[config.mk]
export PLATFORM = sky130hd
export DESIGN_NAME = sbi_div_step
export DESIGN_NICKNAME = d
export VERILOG_FILES = /design/src/sv/sbi_div_step.sv
export SDC_FILE = /design/constraint.sdc
export NUM_CORES = 1
export LEC_CHECK = 0
export ABC_AREA = 1
export BUFFER_PORTS_ARGS = -buffer_cell sky130_fd_sc_hd__buf_2
export CORE_UTILIZATION = 35
export DETAILED_ROUTE_END_ITERATION = 8
export GPL_ROUTABILITY_DRIVEN = 0
export GPL_TIMING_DRIVEN = 0
export SLEW_MARGIN = 20
export SYNTH_ARGS = -nofsm -noshare
export SYNTH_HDL_FRONTEND = slang
export SYNTH_SLANG_ARGS = --single-unit
export TNS_END_PERCENT = 50
[constraint.sdc]
create_clock -name clk -period 2.7 [get_ports clk]
set_input_delay 0.675 -clock clk [delete_from_list [all_inputs] [get_ports clk]]
set_output_delay 0.675 -clock clk [all_outputs]
set_load 0.01 [all_outputs]
[src/sv/sbi_div_step.sv]
// One registered step of the restoring divider, one quotient bit per stage.
`timescale 1ns / 1ps

module sbi_div_step #(
  parameter int W = 24
) (
  input  logic         clk,
  input  logic         en,
  input  logic [W-1:0] den,
  input  logic [W-1:0] rem_in,
  input  logic [W-1:0] nq_in,
  output logic [W-1:0] rem_out,
  output logic [W-1:0] nq_out
);

  // nq holds the dividend bits still to come on top and quotient bits below.
  logic [W:0]   trial;
  logic [W:0]   diff;
  logic         ge;
  logic [W-1:0] rem_next;

  // Shift in the next dividend bit and try to subtract the divisor.
  always_comb begin
    trial    = {rem_in, nq_in[W-1]};
    diff     = trial - {1'b0, den};
    ge       = (trial >= {1'b0, den});
    rem_next = ge ? diff[W-1:0] : trial[W-1:0];
  end

  always_ff @(posedge clk) begin
    if (en) begin
      rem_out <= rem_next;
      nq_out  <= {nq_in[W-2:0], ge};
    end
  end

endmodule

* After elaboration in Yosys (flattened, before gate mapping) *
Cells that the tools add are included.

storage, ports and cells
  memory bits (read-only) = 0
  bits in latches = 0
  input port bits = 74
  register bits after elaboration = 48
  memory bits (writable) = 0
  memories kept = 0

cells by class
  $mul = 0
  add/subtract/negate cells = 1
  muxes and demuxes = 1
  equality and inequality tests = 0
  reduce and logical (&&, ||, !) cells = 0
  div/mod/pow operators = 0
  bitwise gates (word level) = 0
  order comparisons = 1
  shift operators = 0

operators by type and width
  kind                            number
  >= comparator 25 x 24 -> 1 bit  1
  two-way mux 24 bit              1
  subtractor 24 bit               1

* Depth between registers and ports, before layout *
  depth after elaboration = 2
  gate-level depth with buffers = 14

* Least setup slack after synthesis *
No wires, ideal clock.

  path type = input to register
  start point = in den[11]
  end point = reg rem_out[20], data pin
  setup slack = 0.422 ns
  required time = 2.447 ns
  library setup time = 0.253 ns
  cell stages on the path = 13
  arrival time = 2.026 ns
  cells stage by stage = inv_1 > ha_1 > nand2_1 > inv_1 > nand2_1 > nand2_1 > nand2_1 > nand2_1 > a21oi_4 > nand3_4 > buf_6 > nand2_1 > nand2_1

between the ends
  cells in the longest elaborated chain, start to end = 2
  elaborated cells on any way between the ends = 3
  classes of those cells = add/sub: 1; order compare: 1; mux: 1

RTL lines
  element                                                              line    source
  start, declared                                                      9       input logic [W-1:0] den,
  subtractor 24 bit or >= comparator 25 x 24 -> 1 bit (tied branches)  25, 26
  two-way mux 24 bit *                                                 27      rem_next = ge ? diff[W-1:0] : trial[W-1:0];
  net rem_next[20]                                                     20      logic [W-1:0] rem_next;
  end signal, assigned                                                 32      rem_out <= rem_next;
  end, declared                                                        12      output logic [W-1:0] rem_out,

Mark *: on every way through the listed nets, which the timed path passes. The rest lies on a longest branch.
A chain may end at the register's enable or synchronous reset.

* Worst setup path after layout *
  start point = in rem_in[18]
  end point = reg rem_out[15], data pin

between the ends
  cells in the longest elaborated chain, start to end = 2

RTL lines
  element                         line  source
  start, declared                 10    input logic [W-1:0] rem_in,
  >= comparator 25 x 24 -> 1 bit  26    ge = (trial >= {1'b0, den});
  two-way mux 24 bit              27
  net rem_next[15]                20

The timed path passes the listed nets, and every way through them passes these cells.

==> impl_metrics.py <==
metrics = {
    "outcome": {
        "run_status": "completed",
    },
    "synth": {
        "ys_ff_latch": 48,
        "synth.avg_cell_area_um2": 7.074,
        "ys_warn_count": 0,
        "synth_common_cells": "nand2_1, inv_1, edfxtp_1",
        "syn_inst": 534,
        "synth_edf_count": 48,
        "synth.distinct_cells": 24,
        "yosysSeqAreaShare_pct": 38.16,
        "yosysTopAreaCellShare_pct": 38.16,
        "synth_area_leaders": "edfxtp_1, nand2_1, inv_1, ha_1, nand4_1",
        "synth-async-reset-ratio_pct": 0,
        "synth_nets": 633,
        "syn_area_um2": 3777,
        "yosysTopAreaCell": "edfxtp_1",
        "synth_most_common_cell": "nand2_1",
        "ys.flop_type": "edfxtp_1",
    },
    "timing": {
        "hold_violations": 0,
        "fin_crit_ps": 2450,
        "setup_tns_ps": 0,
        "slew_headroom_pct": 59.60,
        "slew_viol_final": 0,
        "setup-violations-final": 0,
        "worst_pin_slew_ps": 606.0,
        "period_share_pct": 90.74,
        "fmax_mhz": 408.2,
        "rsz0062_at_grt": "false",
        "fin_hold_ws_ps": 529.9,
    },
    "place": {
        "dp.cells": 791,
        "place_hpwl_mm": 7.799,
        "port-buffer-count": 121,
    },
    "power_and_ir_drop": {
        "power_density_nw_per_um2": 461.1,
        "p_leak_nw": 2.642,
        "p_total_mw": 2.152,
        "peakVddDrop_mv": 0.2241,
    },
    "clocking": {
        "clk_pin_slew_ps": 90,
        "clk_path_buf_depth": 2,
        "root_buffer": "clkbuf_8",
        "numCtsBuffers": 5,
        "clkSinkCount": 48,
        "cts_tree": "done",
        "postCtsSetupBuffers": 0,
        "cts.repair.resized": 0,
        "cts.htree.levels": 2,
        "cts_hold_buffers": 0,
    },
    "global_routing": {
        "grt_usage_pct": 17.60,
        "grt_pass1_wl_mm": 15.87,
        "grt_max_degree": 49,
        "grt_pass1_vias": 3595,
        "grt-ovfl-total": 0,
        "antenna_found_initial": 0,
    },
    "finish": {
        "drive_above_1_share_pct": 22.17,
        "area_delta_synth_final_pct": 23.55,
        "final_nets": 761,
        "seqCellArea_um2": 1441,
        "diodes": 0,
        "final_cells": 799,
        "post-route-util_pct": 44.80,
        "fillCellCount": 1079,
        "multi_input_area_um2": 1837,
    },
    "drt": {
        "vias_per_cell": 4.569,
        "dr.pass1.iters": 4,
        "dr_total_vias": 3651,
        "drt_iter0_drc": 149,
        "drtAntennaViolNets": 0,
        "avgRoutedWirePerCell_um": 12.01,
        "drt_wl_total_mm": 9.599,
        "drc_errors": 0,
    },
    "min_path": {
        "hold_class": "in -> reg",
    },
    "die": {
        "core_area_um2": 10420,
        "io_pins": 122,
        "chipWidth_um": 105.9,
        "row_count": 37,
        "dieArea_um2": 11210,
        "initial_core_util_pct": 36.26,
        "fp.dieH_um": 105.9,
    },
    "worst_setup_path": {
        "cpMostUsedCell": "nand2_1",
        "critPathKind": "in -> reg",
        "cp_slowest_stage_delay_ps": 370,
        "crit_path_end_kind": "register",
        "worstPathMaxFanout": 10,
        "worst_ep_arrival_time_ps": 2520,
        "crit_chain": "buf_2 > ha_1 > nand2_1 > inv_1 > nand2_1 > nor4_1 > nand3_2 > buf_2 > nand4_1 > nand2_1",
        "worstSetupStartpointType": "input port",
        "cp.required_ps": 2770,
        "cp_slowest_cell": "nor4_1",
    },
    "flow_run": {
        "max-cap-violations": 0,
    },
}
final cells by class:
type                            instances  share of cell area [%]
Multi-Input combinational cell        359                   39.36
Clock inverter                          3                  0.9115
Inverter                              119                   9.571
Buffer                                  8                   1.126
Clock buffer                            5                   1.475
Sequential cell                        48                   30.88
Tap cell                              136                   3.646
Timing Repair Buffer                  121                   13.03
metrics by stage:
| step | instance area, µm² | setup WS (ps) |
|---|---|---|
| after floorplan | 3777 | 421.6 |
| after CTS | 4664 | 310.3 |
| after global routing | 4667 | 155.7 |
| after global placement | 4553 | 5.410 |
| final | 4667 | 250.1 |
| after detailed placement | 4553 | -17.07 |
registers in the layout, summed over array words and instances (netlist names):
register  count
nq_out       24
rem_out      24
per-layer routing:
metal  vias to the layer above  wire [µm]  track usage (%)  share of wire (%)
met5                         -          0                0                  0
li1                       1916          -                -                  -
met3                        11        424            1.979                4.4
met4                         0        157            7.341                1.6
met1                      1623       4531            22.40                 47
met2                       101       4486            30.21                 47
path summary, 6_finish.rpt:
path  startpoint               endpoint  slack, ps  depth (start not counted)
min    nq_in[11]   nq_out[12]$_DFFE_PP_        530                          1
max   rem_in[18]  rem_out[15]$_DFFE_PP_        250                         10
critical path, delay by kind of cell:
kind                     cells  cell delay [ps]
buffers and inverters        3              470
adder cells (fa/ha/maj)      1              350
AND/OR/NAND/NOR              6             1010
kinds of logic (layout without fill, tap and decap cells):
logic type	count (synthesis)	in the layout	share of synthesized area, %
fa+ha+maj	25	25	8.480
compound gates	12	12	1.955
simple gates	311	311	35.64
xor+xnor	11	11	2.550
buf+inv	127	256	13.22
flops	48	48	38.16
placed cells by master, fill, tap and decap left out:
master and n:
a21oi_1 10, a21oi_4 1, buf_2 126, buf_4 1
buf_6 2, bufinv_16 1, clkbuf_8 5, clkinv_1 1
clkinv_4 1, edfxtp_1 48, fa_1 1, ha_1 24
inv_1 118, inv_2 1, nand2_1 217, nand3_1 26
nand3_2 1, nand3_4 2, nand3b_1 1, nand4_1 29
nor2_1 27, nor2_2 3, nor3_1 1, nor3_2 2
nor3_4 1, nor4_1 1, o21a_1 1, xnor2_1 1
xor2_1 10
power by group:
part	total, mW	internal (mW)	switching [mW]
combinational	0.678	0.259	0.420
sequential	0.941	0.924	0.0168
clock	0.533	0.275	0.258
total	2.15	1.46	0.695
No activity file was read; power rests on OpenSTA's default activity.
