[config.mk]
export PLATFORM = sky130hd
export DESIGN_NAME = sbi_front
export DESIGN_NICKNAME = d
export VERILOG_FILES = /design/src/sv/sbi_pkg.sv /design/src/sv/sbi_front.sv
export SDC_FILE = /design/constraint.sdc
export NUM_CORES = 2
export LEC_CHECK = 0
export BUFFER_PORTS_ARGS = -buffer_cell sky130_fd_sc_hd__buf_2
export CAP_MARGIN = 40
export CORE_ASPECT_RATIO = 1.2
export CORE_UTILIZATION = 35
export CTS_CLUSTER_SIZE = 40
export DETAILED_ROUTE_END_ITERATION = 12
export GPL_TIMING_DRIVEN = 0
export PLACE_DENSITY = 0.53
export SLEW_MARGIN = 20
export SYNTH_ARGS = -nofsm -noshare
export SYNTH_HDL_FRONTEND = slang
export SYNTH_SLANG_ARGS = --single-unit
[constraint.sdc]
create_clock -name clk -period 10.1 [get_ports clk]
set_clock_uncertainty 0.2 [all_clocks]
set_input_delay 1.01 -clock clk [delete_from_list [all_inputs] [get_ports clk]]
set_output_delay 1.01 -clock clk [all_outputs]
set_load 0.05 [all_outputs]
[src/sv/sbi_pkg.sv]
// Shared flag type for the segment and box intersection pipeline.
`timescale 1ns / 1ps

package sbi_pkg;

  // Per-word flags that ride with the data from setup to the final compare.
  typedef struct packed {
    logic empty;   // clipped x-span is empty
    logic vert;    // segment is vertical
    logic neg_lo;  // interpolation offset at the low x end is negative
    logic neg_hi;  // interpolation offset at the high x end is negative
  } sbi_flags_t;

endpackage

[src/sv/sbi_front.sv]
// Setup stages: x clipping, differences, magnitudes and the two products.
`timescale 1ns / 1ps

module sbi_front
  import sbi_pkg::*;
#(
  parameter int W = 24
) (
  input  logic                clk,
  input  logic                rst,
  input  logic                en,
  input  logic                in_valid,
  input  logic signed [W-1:0] rect_left,
  input  logic signed [W-1:0] rect_top,
  input  logic signed [W-1:0] rect_right,
  input  logic signed [W-1:0] rect_bottom,
  input  logic signed [W-1:0] seg_x_start,
  input  logic signed [W-1:0] seg_y_start,
  input  logic signed [W-1:0] seg_x_end,
  input  logic signed [W-1:0] seg_y_end,
  output logic                valid,
  output logic [2*W-1:0]      num_lo,
  output logic [2*W-1:0]      num_hi,
  output logic [W-1:0]        den,
  output logic signed [W-1:0] y1,
  output logic signed [W-1:0] y2,
  output logic signed [W-1:0] rt,
  output logic signed [W-1:0] rb,
  output sbi_flags_t          flags
);

  // Stage 1 registers.
  logic                s1_valid;
  logic signed [W-1:0] s1_x1, s1_y1, s1_y2, s1_rl, s1_rr, s1_rt, s1_rb;
  logic signed [W-1:0] s1_sxmin, s1_sxmax;
  logic signed [W:0]   s1_dx, s1_dy;

  // Stage 2 registers.
  logic                s2_valid;
  logic signed [W-1:0] s2_x1, s2_y1, s2_y2, s2_rt, s2_rb, s2_lox, s2_hix;
  logic signed [W:0]   s2_dx, s2_dy;

  // Stage 3 registers.
  logic                s3_valid;
  logic signed [W-1:0] s3_y1, s3_y2, s3_rt, s3_rb;
  logic signed [W:0]   s3_dx, s3_dy, s3_tlo, s3_thi;
  logic                s3_empty, s3_vert;

  // Stage 4 registers.
  logic                s4_valid;
  logic signed [W-1:0] s4_y1, s4_y2, s4_rt, s4_rb;
  logic [W-1:0]        s4_mdx, s4_mdy, s4_mtlo, s4_mthi;
  sbi_flags_t          s4_flags;

  // Combinational values feeding each stage.
  logic signed [W-1:0] sxmin_next, sxmax_next, lox_next, hix_next;
  logic signed [W:0]   dx_next, dy_next, tlo_next, thi_next;
  logic signed [W:0]   mdx_full, mdy_full, mtlo_full, mthi_full;

  // Order the segment's x ends and form the endpoint differences.
  always_comb begin
    sxmin_next = (seg_x_start < seg_x_end) ? seg_x_start : seg_x_end;
    sxmax_next = (seg_x_start > seg_x_end) ? seg_x_start : seg_x_end;
    dx_next    = {seg_x_end[W-1], seg_x_end} - {seg_x_start[W-1], seg_x_start};
    dy_next    = {seg_y_end[W-1], seg_y_end} - {seg_y_start[W-1], seg_y_start};
  end

  // Clip the x-span to the rectangle.
  always_comb begin
    lox_next = (s1_sxmin > s1_rl) ? s1_sxmin : s1_rl;
    hix_next = (s1_sxmax < s1_rr) ? s1_sxmax : s1_rr;
  end

  // Offsets of both clipped ends from the first endpoint.
  always_comb begin
    tlo_next = {s2_lox[W-1], s2_lox} - {s2_x1[W-1], s2_x1};
    thi_next = {s2_hix[W-1], s2_hix} - {s2_x1[W-1], s2_x1};
  end

  // Magnitudes; every one of them stays below 2^W.
  always_comb begin
    mdx_full  = s3_dx[W]  ? -s3_dx  : s3_dx;
    mdy_full  = s3_dy[W]  ? -s3_dy  : s3_dy;
    mtlo_full = s3_tlo[W] ? -s3_tlo : s3_tlo;
    mthi_full = s3_thi[W] ? -s3_thi : s3_thi;
  end

  // Valid bits travel with the data and freeze on a stall.
  always_ff @(posedge clk) begin
    if (rst) begin
      s1_valid <= 1'b0;
      s2_valid <= 1'b0;
      s3_valid <= 1'b0;
      s4_valid <= 1'b0;
      valid    <= 1'b0;
    end else if (en) begin
      s1_valid <= in_valid;
      s2_valid <= s1_valid;
      s3_valid <= s2_valid;
      s4_valid <= s3_valid;
      valid    <= s4_valid;
    end
  end

  // Datapath registers.
  always_ff @(posedge clk) begin
    if (en) begin
      s1_x1    <= seg_x_start;
      s1_y1    <= seg_y_start;
      s1_y2    <= seg_y_end;
      s1_rl    <= rect_left;
      s1_rr    <= rect_right;
      s1_rt    <= rect_top;
      s1_rb    <= rect_bottom;
      s1_sxmin <= sxmin_next;
      s1_sxmax <= sxmax_next;
      s1_dx    <= dx_next;
      s1_dy    <= dy_next;

      s2_x1  <= s1_x1;
      s2_y1  <= s1_y1;
      s2_y2  <= s1_y2;
      s2_rt  <= s1_rt;
      s2_rb  <= s1_rb;
      s2_lox <= lox_next;
      s2_hix <= hix_next;
      s2_dx  <= s1_dx;
      s2_dy  <= s1_dy;

      s3_y1    <= s2_y1;
      s3_y2    <= s2_y2;
      s3_rt    <= s2_rt;
      s3_rb    <= s2_rb;
      s3_dx    <= s2_dx;
      s3_dy    <= s2_dy;
      s3_tlo   <= tlo_next;
      s3_thi   <= thi_next;
      s3_empty <= (s2_lox > s2_hix);
      s3_vert  <= (s2_dx == '0);

      s4_y1           <= s3_y1;
      s4_y2           <= s3_y2;
      s4_rt           <= s3_rt;
      s4_rb           <= s3_rb;
      s4_mdx          <= mdx_full[W-1:0];
      s4_mdy          <= mdy_full[W-1:0];
      s4_mtlo         <= mtlo_full[W-1:0];
      s4_mthi         <= mthi_full[W-1:0];
      s4_flags.empty  <= s3_empty;
      s4_flags.vert   <= s3_vert;
      s4_flags.neg_lo <= s3_dy[W] ^ s3_tlo[W] ^ s3_dx[W];
      s4_flags.neg_hi <= s3_dy[W] ^ s3_thi[W] ^ s3_dx[W];

      // Exact products of the slope numerator and the offsets.
      num_lo <= s4_mdy * s4_mtlo;
      num_hi <= s4_mdy * s4_mthi;
      den    <= s4_mdx;
      y1     <= s4_y1;
      y2     <= s4_y2;
      rt     <= s4_rt;
      rb     <= s4_rb;
      flags  <= s4_flags;
    end
  end

endmodule

Word level (Yosys, flattened, before mapping). Cells that the tools add are included.

Bits in registers: 1103. Input port bits: 196. Logic and storage cells: 86.

$add $sub $neg: 8. Multipliers: 2. Magnitude comparators: 5. Multiplexer cells: 8. Bitwise operators: 4. Reduce and logical (&&, ||, !) cells: 1.

Operator list (count): 24-bit 2-to-1 mux (8); 24-bit by 24-bit subtractor with 25-bit output (4); 24-bit by 24-bit multiplier with 48-bit output (2); 24-bit negator (4); 24-bit greater-than comparator (3); 24-bit < comparator (2); 25-bit logical NOT (1); 1-bit bitwise XOR (4).

Longest topological paths before layout.
Depth in word-level cells: 2. Mapped depth: 28. Mapped depth without buffers: 25.

Worst setup path after synthesis. Ideal clock, no wire load.

Path kind: flip-flop to flip-flop. Start: register s4_mdy[13]. End: register num_lo[46] (data pin). Library setup time: 0.260 ns. Arrival time: 6.735 ns. Slack: 2.906 ns. Stages on the path, launching flop included: 28. Buffers on the path: 3. Clock period less this slack: 7.194 ns. Cells stage by stage: edfxtp_1 > clkbuf_1 > clkbuf_1 > nand2_1 > fa_1 > inv_1 > fa_1 > inv_1 > fa_1 > inv_1 > fa_1 > inv_1 > fa_1 > inv_1 > fa_1 > inv_1 > fa_1 > inv_1 > ha_1 > clkbuf_1 > and3_1 > o2111a_1 > o2111ai_1 > a31oi_1 > o21ai_1 > o41ai_2 > o221ai_1 > xnor2_1.

Longest elaborated chain between the ends: 1.

RTL lines: start: declaration (line sbi_front.sv:52) `logic [W-1:0] s4_mdx, s4_mdy, s4_mtlo, s4_mthi;`; start signal: assignment (line sbi_front.sv:146) `s4_mdy <= mdy_full[W-1:0];`; 24-bit by 24-bit multiplier with 48-bit output (line sbi_front.sv:155) `num_lo <= s4_mdy * s4_mtlo;`; end signal: assignment (line sbi_front.sv:155); end: declaration (line sbi_front.sv:22) `output logic [2*W-1:0] num_lo,`.

No other way between the ends. A chain may end at the register's enable or synchronous reset.

Worst setup path after layout.
Start: register s4_mdy[11]. End: register num_lo[33] (data pin).

Same word-level chain as after synthesis.

==> flow_summary.ini <==
[detailed_routing]
drt_pass1_iterations = 8
drt-total-wl_mm = 240
routed_via_density = 4.95
ant_nets = 0
drc_errors = 0
routedWlPerCell_um = 22.5
vias = 52900
drt_iter0_markers = 3617

[timing]
rsz0062_at_grt = no
min_period_over_period = 0.968
hold_violations = 0
drv_slew = 0
maxSlewHeadroom = 0.357
setup_viol = 0
fin_crit_ps = 9770
setup_tns_ps = 0
max_freq_mhz = 102
worst_pin_slew_ps = 964

[logic_synthesis]
synth_top_family_by_area = adder cells
synth-simple-area-share = 0.107
synth_fp_nets = 8634
ys_ff_latch = 1103
syn_inst = 6950
synth-compound-area-share = 0.0590
synth_top_area_cell = edfxtp_1
synth-edff-count = 1098
syn_area_um2 = 81500
synthMuxAreaShare = 0.0116
synth-xor-area-share = 0.0257
synth_fa_ha_area_frac = 0.318
synth_warnings = 0
yosysUniqueCellTypes = 87
async_reset_ff_frac = 0
ys_top_cells_by_area = edfxtp_1, fa_1, ha_1
avgSynthCellArea_um2 = 11.7
yosysSeqAreaShare = 0.406
synth_top_cell_area_share = 0.405
synth_flop_cell = edfxtp_1

[clock_tree]
cts_buffers = 118
insertion_delay_ps = 800
tritoncts = yes
htreeDepth = 3
cts-hold-fix-buffers = 0
clock_sinks = 1103
cts_setup_buffers = 0
cts-root-buf = clkbuf_16
cts.repair.resized = 0
cts_max_path_buffers = 3
clk_pin_slew_ps = 70

[worst_setup_path]
critPathLaunch = s4_mdy[11]
required_ps = 10470
worstReg2RegStart = s4_mdy[11]
crit_slowest_cell = clkbuf_1
worst_path_largest_cell_delay_ps = 750
arrival_ps = 10140
worst-path-max-fanout = 10
end_kind = flop
critPathLaunchType = flop
crit_type = flop to flop

[placement]
place_hpwl_mm = 195
place.gp.congestion = 0.963
placement.io_buffers = 416

[final_layout]
multi_input_area_um2 = 42400
final_cell_mix = inv_1, edfxtp_1, fa_1
final_layout_size_suffix_gt1_frac = 0.103
fillers = 22300
num-nets-final = 9243
regArea_um2 = 33100
mostFrequentLayoutCell = inv_1
area_growth_pct = 13.2

[global_routing]
grt_max_degree = 147
overflow = 0
grt_pass1_wl_mm = 355
antenna_found_initial = 48
first_global_vias = 56000
grt_use_total = 0.206

[floorplan]
boundaryPins = 417
die_area_um2 = 235000
initial_core_util = 0.353
core_area_um2 = 231000
fp.dieW_um = 442
row_count = 193
die_h_um = 531

[flow_run]
maxCapViolCount = 0

[run_status]
run_status = completed

[worst_hold_path]
hold_path_class = primary input to flop
hold_start = rect_left[7]
[metrics by stage]
step	worst slack (ps)	std cells	utilization	hold WS, ps	cell area, um2
after floorplan	2910	6950	-	200	81500
after global routing	122	10700	0.399	134	92200
after CTS	452	10700	0.399	116	92100
after global placement	-9740	10400	0.378	200	87300
after detailed placement	480	10500	0.383	205	88300
final	327	10700	0.400	185	92200
[critical path, delay by kind of cell, from the launching register on]
kind | cells | cell delay [ps]
flops | 1 | 480
compound gates | 6 | 2210
buf+inv | 10 | 2140
simple gates | 2 | 490
xor+xnor | 1 | 280
fa+ha+maj | 8 | 3770
[cells by family (layout without fill, tap and decap cells)]
group / Yosys count / after routing
adders and majority gates: 1488 / 1488
xor gates and xnor gates: 239 / 239
and+or+nand+nor: 1747 / 1747
buffers and inverters: 1580 / 2287
muxes: 84 / 84
DFF: 1103 / 1103
AOI/OAI and AO/OA: 709 / 709
other: 0 / 7
[flip-flops by register name, summed over array words and instances (netlist names), 25 cells and up]
name    cells
num_hi     48
s3_dy      25
s1_dy      25
num_lo     48
s1_dx      25
s2_dy      25
s3_thi     25
s3_dx      25
s2_dx      25
s3_tlo     25
[cell type report]
type / count / share of cell area
diodes: 7 / 0.000190
well taps: 3022 / 0.0410
clock inverters: 75 / 0.00833
clock buffers: 143 / 0.0330
plain buffers: 273 / 0.0118
flip-flops and latches: 1103 / 0.359
inverters: 1307 / 0.0532
repair buffers: 489 / 0.0339
multi-input cells: 4267 / 0.460
[per-layer routing]
layer  track usage  part of all wire  vias to the layer above
li1              -                 -                    23700
met1         0.240              0.38                    26900
met2         0.362              0.50                     1655
met3        0.0440             0.069                      529
met4        0.0919             0.049                       58
met5             0            0.0016                        -
[synthesized netlist by cell type (10+ instances only)]
library cell,number
inv_1,1307
edfxtp_1,1098
fa_1,968
nand2_1,725
and2_1,589
ha_1,520
clkbuf_1,255
xnor2_1,184
a21oi_1,178
nor2_1,147
o21ai_0,112
a21o_1,108
nor3_1,60
xor2_1,55
mux2_2,48
nand3_1,43
o21bai_1,43
o21a_1,34
nor2b_1,28
o31ai_1,27
and3_1,26
nand4_1,26
mux2_1,23
nand2b_1,23
o221a_2,23
a31oi_1,22
a211oi_1,19
o21ai_1,19
or3_1,18
o211ai_1,14
nor4_1,13
a21boi_0,12
mux2i_1,12
buf_2,11
o41ai_1,11
or4_1,10
[worst paths after layout]
| path | cells past startpoint | slack, ps | endpoint |
|---|---|---|---|
| worst max register to register | 27 | 330 | num_lo[33] |
| worst min register to register | 0 | 210 | s4_y2[16] |
| worst min-delay path | 1 | 180 | s1_rl[7] |
| worst max-delay path | 27 | 330 | num_lo[33] |
Power is left out: the tool's default activity adds up to more than one toggle a clock period on the data nets, which glitch-free logic cannot reach.
