==> src/sv/sbi_pkg.sv <==
// Shared flag type for the segment and box intersection pipeline.
`timescale 1ns / 1ps

package sbi_pkg;

  // Per-word flags that ride with the data from setup to the final compare.
  typedef struct packed {
    logic empty;   // clipped x-span is empty
    logic vert;    // segment is vertical
    logic neg_lo;  // interpolation offset at the low x end is negative
    logic neg_hi;  // interpolation offset at the high x end is negative
  } sbi_flags_t;

endpackage

==> src/sv/sbi_back.sv <==
// Final stages: signed y values, ordering, clamping and the hit decision.
`timescale 1ns / 1ps

module sbi_back
  import sbi_pkg::*;
#(
  parameter int W = 24
) (
  input  logic                clk,
  input  logic                rst,
  input  logic                en,
  input  logic                in_valid,
  input  logic [W-1:0]        q_lo,
  input  logic [W-1:0]        q_hi,
  input  logic signed [W-1:0] y1,
  input  logic signed [W-1:0] y2,
  input  logic signed [W-1:0] rt,
  input  logic signed [W-1:0] rb,
  input  sbi_flags_t          flags,
  output logic                out_valid,
  output logic                hit
);

  logic                b1_valid, b2_valid, b3_valid;
  logic signed [W:0]   b1_ya, b1_yb, b2_ylo, b2_yhi, b3_ylo, b3_yhi;
  logic signed [W:0]   b1_rt, b1_rb, b2_rt, b2_rb;
  logic                b1_empty, b2_empty, b3_empty;

  logic signed [W:0]   y1_ext, y2_ext, q_lo_ext, q_hi_ext, ya_next, yb_next;

  // Apply the quotient signs to the first endpoint's y; a vertical segment keeps both endpoint y values.
  always_comb begin
    y1_ext   = {y1[W-1], y1};
    y2_ext   = {y2[W-1], y2};
    q_lo_ext = {1'b0, q_lo};
    q_hi_ext = {1'b0, q_hi};
    if (flags.vert) begin
      ya_next = y1_ext;
      yb_next = y2_ext;
    end else begin
      ya_next = flags.neg_lo ? (y1_ext - q_lo_ext) : (y1_ext + q_lo_ext);
      yb_next = flags.neg_hi ? (y1_ext - q_hi_ext) : (y1_ext + q_hi_ext);
    end
  end

  always_ff @(posedge clk) begin
    if (rst) begin
      b1_valid  <= 1'b0;
      b2_valid  <= 1'b0;
      b3_valid  <= 1'b0;
      out_valid <= 1'b0;
    end else if (en) begin
      b1_valid  <= in_valid;
      b2_valid  <= b1_valid;
      b3_valid  <= b2_valid;
      out_valid <= b3_valid;
    end
  end

  always_ff @(posedge clk) begin
    if (en) begin
      b1_ya    <= ya_next;
      b1_yb    <= yb_next;
      b1_rt    <= {rt[W-1], rt};
      b1_rb    <= {rb[W-1], rb};
      b1_empty <= flags.empty;

      // Order the two y values.
      b2_ylo   <= (b1_ya > b1_yb) ? b1_yb : b1_ya;
      b2_yhi   <= (b1_ya > b1_yb) ? b1_ya : b1_yb;
      b2_rt    <= b1_rt;
      b2_rb    <= b1_rb;
      b2_empty <= b1_empty;

      // Clamp to the rectangle's y-span.
      b3_ylo   <= (b2_ylo < b2_rt) ? b2_rt : b2_ylo;
      b3_yhi   <= (b2_yhi > b2_rb) ? b2_rb : b2_yhi;
      b3_empty <= b2_empty;

      // Touching counts as a hit.
      hit <= !b3_empty && (b3_ylo <= b3_yhi);
    end
  end

endmodule

==> config.mk <==
export PLATFORM = sky130hd
export DESIGN_NAME = sbi_back
export DESIGN_NICKNAME = d
export VERILOG_FILES = /design/src/sv/sbi_pkg.sv /design/src/sv/sbi_back.sv
export SDC_FILE = /design/constraint.sdc
export NUM_CORES = 1
export LEC_CHECK = 0
export ABC_AREA = 1
export BUFFER_PORTS_ARGS = -buffer_cell sky130_fd_sc_hd__buf_2
export CORE_UTILIZATION = 30
export CTS_BUF_LIST = sky130_fd_sc_hd__clkbuf_8
export DETAILED_ROUTE_END_ITERATION = 7
export GPL_ROUTABILITY_DRIVEN = 0
export PLACE_DENSITY = 0.42
export SYNTH_ARGS = -nofsm -noshare
export SYNTH_HDL_FRONTEND = slang
export SYNTH_SLANG_ARGS = --single-unit
==> constraint.sdc <==
create_clock -name clk -period 3.4 [get_ports clk]
set_clock_uncertainty 0.15 [all_clocks]
set_input_delay 0.34 -clock clk [delete_from_list [all_inputs] [get_ports clk]]
set_output_delay 0.34 -clock clk [all_outputs]
set_load 0.05 [all_outputs]
# Word-level counts from Yosys, hierarchy flattened
# Cells that the tools add are included.
dict set report classes {
  add_sub_neg 4
  order_cmp 4
  n_mux 8
  n_reduce_logical 2
}
# op n
set op_table {}
lappend op_table {{$mux W25} 8}
lappend op_table {{$add A24 B25 Y25} 2}
lappend op_table {{$sub A24 B25 Y25} 2}
lappend op_table {{$gt A25 B24 Y1} 1}
lappend op_table {{$gt A25 B25 Y1} 1}
lappend op_table {{$le A25 B25 Y1} 1}
lappend op_table {{$lt A25 B24 Y1} 1}
lappend op_table {{$logic_and A1 B1 Y1} 1}
lappend op_table {{$logic_not A1 Y1} 1}
dict set report totals {
  reg_bits 254
  in_bits 152
  wordCells 36
}

# Depth between registers and ports, before layout
# Gate-level depths: netlist of run 1.
dict set report logic_depth {
  depth_word 3
  depth_mapped 22
  ltp_nobuf 22
}

# Least setup slack after synthesis of run 1
# Ideal clock, no wire load.
dict set report synth_timing {
  kind {in2reg}
  from {in q_lo[1]}
  to {reg b1_ya[24], data pin}
  t_arrival_ns 2.499
  t_required_ns 2.997
  setup_slack_ns 0.498
  path_stages 22
  path_cell_list {inv_1 ha_1 nand2_1 nor3b_1 nand2_1 nand2_1 o21a_1 nand2_1 nand2_1 nand2_1 ha_1 nand2_1 nor3_1 nand2_1 nor2_1 nand2_1 inv_1 nor2_1 nand2_1 nand2_1 nand2_1 nand2_1}
}
dict set report synth_via {
  elab_chain_cells 3
  word_cells_on_any_way 4
  cone_classes {add/sub (2); mux (2)}
}
# element line_no
set synth_lines {}
lappend synth_lines {{from (decl)} sbi_back.sv:13} ;# input logic [W-1:0] q_lo,
lappend synth_lines {{$add A24 B25 Y25 / $sub A24 B25 Y25 (equally long branches)} sbi_back.sv:41} ;# ya_next = flags.neg_lo ? (y1_ext - q_lo_ext) : (y1_ext + q_lo_ext);
lappend synth_lines {{$mux W25 *} sbi_back.sv:41}
lappend synth_lines {{$mux W25 *} sbi_back.sv:37} ;# if (flags.vert) begin
lappend synth_lines {{net ya_next[24]} sbi_back.sv:29} ;# logic signed [W:0] y1_ext, y2_ext, q_lo_ext, q_hi_ext, ya_next, yb_next;
lappend synth_lines {{to (signal assigned)} sbi_back.sv:62} ;# b1_ya <= ya_next;
lappend synth_lines {{to (decl)} sbi_back.sv:25} ;# logic signed [W:0] b1_ya, b1_yb, b2_ylo, b2_yhi, b3_ylo, b3_yhi;
# The timed path passes the listed nets; every way through them passes the cells marked *.
# A chain may end at the register's enable or synchronous reset.

# Final worst setup path of run 1
dict set report layout_timing {
  from {in y1[0]}
  to {reg b1_ya[16], data pin}
}
dict set report layout_via {
  elab_chain_cells 3
  word_cells_on_any_way 4
  cone_classes {add/sub (2); mux (2)}
}
# element line_no
set layout_lines {}
lappend layout_lines {{from (decl)} sbi_back.sv:15} ;# input logic signed [W-1:0] y1,
lappend layout_lines {{$add A24 B25 Y25 / $sub A24 B25 Y25 (equally long branches)} sbi_back.sv:41}
lappend layout_lines {{$mux W25 *} sbi_back.sv:41}
lappend layout_lines {{$mux W25 *} sbi_back.sv:37}
lappend layout_lines {{net ya_next[16]} sbi_back.sv:29}
# Marked as above.

==> results.json, run 1 <==
{
  "rows": 86,
  "min_from": "y1[21]",
  "use_met1_pct": 23.0,
  "worst-setup-path-type": "input port to flip-flop",
  "antenna_left": 0,
  "slew_violations": 0,
  "powerDensity_mw_per_mm2": 526,
  "status": "finished clean",
  "vias": 14607,
  "yosys.area.top_type": "edfxtp_1",
  "cts.clk_slew.worst_paths_ns": 0.06,
  "io_buffers": 153,
  "synthTopCellsByArea": "edfxtp_1 44%, nand2_1 15%, ha_1 11%, nand3_1 6.5%, inv_1 6.0%",
  "vias_per_cell": 4.62,
  "hold_class": "input port to flip-flop",
  "p_leak_nw": 9.87,
  "clock_latency_ns": 0.61,
  "wirelength_microns": 51500,
  "drv_cap": 0,
  "grt_pass1_wl_microns": 80200,
  "syn_area_sq_mm": 0.0170,
  "yosys.area.top_type_share_pct": 44.2,
  "synth-seq-area-share_pct": 44.7,
  "final-seq-area_sq_mm": 0.00759,
  "min_period_ns": 3.07,
  "htree_levels": 2,
  "clock_sinks": 254,
  "root_buffer": "clkbuf_8",
  "crit_top_cell": "nand2_1",
  "worst_pin_slew_ns": 0.671,
  "use_met3_pct": 2.14,
  "routedWlPerCell_microns": 16.3,
  "synth.avg_cell_area_sq_um": 8.09,
  "peakVddDrop_v": 0.000228,
  "grt-ovfl-total": 0,
  "arrival_ns": 3.23,
  "dp_hpwl_microns": 41300,
  "max_clock_freq_mhz": 326,
  "die_area_sq_mm": 0.0575,
  "layout-drive-gt1-share_pct": 11.9,
  "synth_cell_type_count": 38,
  "cts-buffers-inserted": 47,
  "grt_max_degree": 78,
  "slowest_stage": "dlygate4sd3_1",
  "start_util_pct": 30.6,
  "antenna_cells": 0,
  "required_ns": 3.56,
  "rsz0062_at_grt": "no",
  "maxSlewHeadroom_pct": 55.2,
  "grt.total_usage_pct": 18.2,
  "cts_buffer_depth": 3,
  "firstDrtPassIters": 5,
  "fin_nets": 2681,
  "multi_input_area_sq_mm": 0.00809,
  "crit_chain": "dlygate4sd3_1 > buf_2 > inv_1 > ha_1 > fa_1 > inv_1 > nand2_1 > nand2_1 > nand2_1 > o21ai_0 > inv_1 > nor2_1 > o21ai_0 > nand3_1 > nand2_1",
  "placed_cell_area_sq_mm": 0.0188,
  "area_growth_syn_to_layout_pct": 21.0,
  "fin_crit_sh_pct": 90.2,
  "start_kind": "input port",
  "final-instance-count-excl-fill": 3159,
  "antenna_found_initial": 0,
  "ios": 154,
  "slowest_delay_ns": 0.52,
  "cts_tree": "done",
  "crit_path_end_kind": "flip-flop",
  "grtUsageMet2_pct": 31.9,
  "crit_fanout": 4,
  "postLayoutCellArea_sq_mm": 0.0205,
  "drc_errors": 0,
  "post-cts-setup-buffers": 0,
  "die_w_microns": 240,
  "die_h_microns": 240,
  "grt_pass1_vias": 14435,
  "dp_cells": 2994,
  "r2r-start": "b2_rt[23]",
  "synth_nets": 2399,
  "hold_violations": 0,
  "design.core.area_sq_mm": 0.0555,
  "drt_iter0_drc": 765,
  "nFillCells": 5879,
  "ys_warn_count": 0,
  "ys_ff_latch": 254,
  "setup_viol": 0,
  "synth_cells": 2096,
  "startpoint": "y1[0]",
  "grt-busiest-layer": "met2"
}
[per-stage QoR]
step | setup slack, ns | total power [mW] | setup TNS [ns] | util, % | hold slack, ns
floorplan | 0.498 | 6.75 | 0 | - | 0.250
global placement | -0.177 | 7.81 | -0.323 | 33.8 | 0.256
detailed placement | -0.184 | 7.86 | -0.375 | 33.8 | 0.255
CTS | 0.367 | 11.0 | 0 | 37.0 | 0.000260
global route | 0.0854 | 11.6 | 0 | 37.0 | 0.0174
finish | 0.332 | 10.8 | 0 | 37.0 | 0.0285
[path summary, 6_finish.rpt]
| kind | end | slack, ns | cells after the start |
|---|---|---|---|
| max | b1_ya[16] | 0.33 | 15 |
| min | b1_ya[21] | 0.03 | 3 |
| max reg2reg | b3_ylo[24] | 0.73 | 9 |
| min reg2reg | b2_rb[16] | 0.25 | 0 |
[cell usage in the layout, fill, tap and decap left out, types with 4 or more instances in the layout]
cell / netlist / routed
a21o_1: 6 / 6
clkinv_2: 0 / 10
a21oi_1: 92 / 92
o21ai_0: 70 / 70
buf_4: 9 / 39
ha_1: 149 / 149
bufinv_16: 0 / 4
xnor2_1: 20 / 20
nor2_1: 166 / 166
nand3b_1: 9 / 9
buf_2: 10 / 152
nand2_1: 674 / 674
edfxtp_1: 250 / 250
or2_2: 11 / 11
and2_1: 6 / 6
clkbuf_8: 0 / 48
nor3_1: 8 / 8
clkinv_1: 0 / 10
xor2_1: 30 / 30
nor4_1: 4 / 4
dlygate4sd3_1: 0 / 83
inv_1: 271 / 278
nand2_2: 5 / 5
nand4_1: 23 / 23
o21a_1: 6 / 6
dfxtp_1: 4 / 4
nand3_1: 219 / 219
o21bai_1: 5 / 5
[where the power goes]
group          switching, mW  internal [mW]
clock network           1.33           1.63
registers              0.310           4.13
logic                   2.17           1.24
total                   3.80           7.00
[sequential cells by signal (all words and copies together), names as in the netlist]
register and count:
b2_ylo 25, b3_yhi 25, b2_valid 1, b1_empty 1, b1_ya 25, b2_empty 1, b3_ylo 25, b3_valid 1
hit 1, b1_rt 24, b2_rt 24, b1_yb 25, b3_empty 1, b2_rb 24, out_valid 1, b1_valid 1
b1_rb 24, b2_yhi 25
[area by class of cell]
class | instances | area share (%)
multi-input cells | 1524 | 39.4
flip-flops and latches | 254 | 37.0
repair buffers | 278 | 9.54
inverters | 273 | 4.99
well taps | 748 | 4.56
clock buffers | 48 | 3.22
clock inverters | 34 | 1.31
[cells in the mapped netlist]
cell type	number
nand4_1	23
buf_4	9
a21oi_1	92
ha_1	149
nand4_2	2
buf_1	1
or2_2	11
a21o_1	6
o31ai_1	3
nand2_2	5
nor2_1	166
xor2_1	30
nor3_1	8
nor3b_1	1
dfxtp_1	4
inv_1	271
nand3_2	2
buf_6	6
and2_1	6
edfxtp_1	250
o21ai_2	1
nor2_2	3
o21bai_1	5
a31oi_1	3
o21ai_0	70
o211ai_1	1
buf_2	10
inv_2	2
clkbuf_1	19
fa_1	2
nor4_1	4
nand2_1	674
o21ai_1	2
nand3b_2	1
nand3b_1	9
xnor2_1	20
o21a_1	6
nand3_1	219
[what timing repair did]
item | 4_1_cts | 5_1_grt
resized for setup | 0 | 0
hold buffers | 83 | 0
hold endpoints to repair | 85 | 0
[metal layers]
metal	routed length, microns	part of all wire [%]
met5	0	0
met1	23300	45
met2	24900	48
met3	1780	3.5
met4	1580	3.1
[kinds of logic (layout without fill, tap and decap cells)]
group	count (synthesis)	after routing	synth area share, %
AOI/OAI and AO/OA	189	189	5.93
buffers and inverters	318	633	7.57
xor gates and xnor gates	50	50	2.58
and+or+nand+nor	1134	1134	28.0
DFF	254	254	44.7
adders and majority gates	151	151	11.2
[critical path: cells and delay by family]
kind	cells	cell delay (ns)
compound gates	2	0.61
fa+ha+maj	2	0.61
buf+inv	5	1.00
simple gates	6	0.66
Power figures use the tool's default switching activity.
==> run 2, diff against run 1 <==
--- a/config.mk
+++ b/config.mk
@@ -5,7 +5,6 @@
 export SDC_FILE = /design/constraint.sdc
 export NUM_CORES = 1
 export LEC_CHECK = 0
-export ABC_AREA = 1
 export BUFFER_PORTS_ARGS = -buffer_cell sky130_fd_sc_hd__buf_2
 export CORE_UTILIZATION = 30
 export CTS_BUF_LIST = sky130_fd_sc_hd__clkbuf_8
==> run 2 against run 1 <==
Highest routed layer unchanged. Largest cell class is now sequential cells. Clock-buffer cell count shrank 4. Critical path type is now flip-flop to flip-flop. Largest power group unchanged. Non-clock buffer count grew 164. Critical path depth shrank 5. Critical endpoint is now b2_ylo[9].
==> results.json, run 2 <==
{
  "status": "finished clean",
  "switching_share_pct": 30.4,
  "ys_ff_latch": 254,
  "drv_cap": 0,
  "crit_path_end_kind": "flip-flop",
  "powerDensity_mw_per_mm2": 490,
  "start_util_pct": 30.4,
  "rows": 83,
  "worst-setup-path-type": "flip-flop to flip-flop",
  "ys.flop_type": "edfxtp_1",
  "die_w_microns": 230,
  "start_kind": "flip-flop",
  "rsz0062_at_grt": "yes",
  "htree_levels": 2,
  "crit_chain": "ha_1 > nand4_1 > or2_4 > a21oi_1 > a2111oi_2 > and4bb_2 > nor4_4 > buf_6 > clkbuf_16 > mux2_2",
  "pwr-share-comb_pct": 32.5,
  "grt_pass1_wl_microns": 65400,
  "final_cell_mix": "250 x edfxtp_1, 192 x buf_4, 152 x buf_2, 147 x ha_1, 131 x inv_1",
  "final_common_cell": "edfxtp_1",
  "clock_sinks": 254,
  "pwr-share-seq_pct": 42.5,
  "synth_cell_type_count": 65,
  "r2r_end": "b2_ylo[9]",
  "internal-power_mw": 6.99,
  "synth_most_common_cell": "edfxtp_1",
  "clock_latency_ns": 0.56,
  "synthTopCellsByArea": "edfxtp_1 48%, ha_1 12%, mux2_2 6.9%, inv_1 3.0%, xnor2_1 2.9%",
  "max_clock_freq_mhz": 304,
  "antenna_left": 0,
  "hold_class": "input port to flip-flop",
  "ys_async_sr_fraction_pct": 0,
  "wirelength_microns": 42000,
  "die_area_sq_mm": 0.0528,
  "synth_cells": 1390,
  "yosys.area.top_type_share_pct": 48.2,
  "synth-seq-area-share_pct": 48.7,
  "arrival_ns": 3.44,
  "vias": 11818,
  "synth_edf_count": 250,
  "cts_buffer_depth": 3,
  "die_h_microns": 230,
  "cp.buffers_inverters": 2,
  "setup_viol": 0,
  "vias_per_cell": 4.62,
  "design.core.area_sq_mm": 0.0513,
  "nFillCells": 5140,
  "p_leak_nw": 8.80,
  "r2r_cells": 10,
  "use_met1_pct": 20.7,
  "root_buffer": "clkbuf_8",
  "min_period_ns": 3.28,
  "io_buffers": 153,
  "drt_iter0_drc": 438,
  "grt.total_usage_pct": 15.8,
  "min_from": "y1[17]",
  "area_growth_syn_to_layout_pct": 31.6,
  "worst_pin_slew_ns": 0.640,
  "grt_pass1_vias": 12157,
  "antenna_found_initial": 0,
  "fin_crit_sh_pct": 96.6,
  "grt-ovfl-total": 0,
  "synth_commonest_cells": "250 x edfxtp_1, 149 x ha_1, 124 x inv_1, 99 x nand2_1, 96 x mux2_2",
  "yosys.area.top_type": "edfxtp_1",
  "maxSlewHeadroom_pct": 57.3,
  "r2r_setup_slack_ns": 0.12,
  "synth.avg_cell_area_sq_um": 11.2,
  "layout-drive-gt1-share_pct": 28.8,
  "crit_fanout": 9,
  "crit_family": "simple AND/OR/NAND/NOR gates",
  "startpoint": "b1_ya[17]",
  "routedWlPerCell_microns": 16.4,
  "slowest_stage": "edfxtp_1",
  "slew_violations": 0,
  "grtUsageMet2_pct": 26.7,
  "p_sw_mw": 3.05,
  "peakVddDrop_v": 0.000224,
  "ys_warn_count": 0,
  "required_ns": 3.56,
  "cts-buffers-inserted": 43,
  "synth_nets": 1693,
  "p_clk_share_pct": 25.1,
  "hold_violations": 0,
  "cts.clk_slew.worst_paths_ns": 0.06,
  "critPathCapture": "b2_ylo[9]",
  "drc_errors": 0,
  "cp.depth": 10,
  "grt-busiest-layer": "met2",
  "r2r-start": "b1_ya[17]",
  "fin_total_pwr_mw": 10.0,
  "fin_setup_tns_ns": 0,
  "fin_nets": 2147,
  "slowest_delay_ns": 0.44,
  "dp_hpwl_microns": 32500,
  "grt_max_degree": 73,
  "use_met3_pct": 1.86,
  "cts_tree": "done",
  "firstDrtPassIters": 5,
  "ios": 154,
  "syn_area_sq_mm": 0.0156
}
-- run 2: cell types whose count changed after synthesis, moves of 12 or more --
cell | before | now
nor2b_1 | 0 | 12
nor2_1 | 166 | 80
nand2b_1 | 0 | 15
inv_1 | 271 | 124
nand3_1 | 219 | 22
mux2_2 | 0 | 96
xnor2_1 | 20 | 51
nand2_1 | 674 | 99
a31oi_1 | 3 | 17
a21o_1 | 6 | 38
a211oi_1 | 0 | 12
nor3_1 | 8 | 30
-- run 2: worst register-to-register path, cell delays in order (launching register included) --
cell       delay [ns]
edfxtp_1         0.44
ha_1             0.32
nand4_1          0.14
or2_4            0.17
a21oi_1          0.08
a2111oi_2        0.36
and4bb_2         0.29
nor4_4           0.37
buf_6            0.20
clkbuf_16        0.17
mux2_2           0.34
-- run 2: worst min path at each step --
stage | cells after the start | to | slack (ns)
5_1_grt | 3 | b1_ya[17] | -0.006
3_5_place_dp | 0 | b2_rb[11] | 0.25
2_1_floorplan | 0 | b2_empty | 0.25
6_report | 3 | b1_ya[17] | 0.02
4_1_cts | 3 | b1_ya[17] | 0.0008
3_3_place_gp | 0 | b2_rb[4] | 0.25
-- run 2: stage by stage --
stage	cells	setup slack, ns	utilization [%]	hold slack [ns]	area [sq um]
3_3_place_gp	2387	-0.554	36.4	0.253	18700
4_1_cts	2549	0.0157	39.6	0.000848	20300
2_1_floorplan	1390	-0.167	-	0.250	15600
3_5_place_dp	2387	-0.586	36.4	0.255	18700
6_report	2557	0.115	40.0	0.0232	20500
5_1_grt	2556	-0.0338	39.9	-0.00597	20500
-- run 2: layout make-up --
cell class	instances	area, sq um	area share, %
Inverter	124	483	2.36
Clock buffer	44	606	2.95
Tap cell	680	851	4.15
Multi-Input combinational cell	979	7500	36.6
Clock inverter	33	163	0.794
Antenna cell	1	2.50	0.0122
Timing Repair Buffer	442	3300	16.1
Sequential cell	254	7590	37.0
-- run 2: timing repair --
action,in CTS,in global routing
gates cloned,0,3
pin swaps,0,6
hold endpoints to repair,87,0
endpoints found under the setup margin,1,57
hold buffers,85,0
resized for setup,1,23
buffers inserted,0,4
-- run 2: metal layers --
metal	vias up	wire length, microns	share of wire, %
met5	-	0	0
met1	5463	19600	47
met4	0	1220	2.9
met2	219	19900	47
met3	74	1350	3.2
li1	6062	-	-
-- run 2: power groups by stage --
stage	Combinational [mW]	Clock, mW	Sequential, mW
finish	3.26	2.52	4.27
CTS	3.17	2.65	4.28
global placement	3.04	0	4.34
detailed placement	3.06	0	4.33
floorplan	1.97	0	4.22
global route	3.63	2.76	4.32
-- run 2: kinds of logic (layout without fill, tap and decap cells) --
family / after synthesis / count (layout) / share of synthesized area (%)
adders and majority gates: 151 / 151 / 12.2
buffers and inverters: 157 / 643 / 4.07
xor gates and xnor gates: 76 / 76 / 4.27
other: 0 / 1 / 0
muxes: 112 / 112 / 8.01
AOI/OAI and AO/OA: 310 / 310 / 12.3
and+or+nand+nor: 330 / 330 / 10.4
DFF: 254 / 254 / 48.7
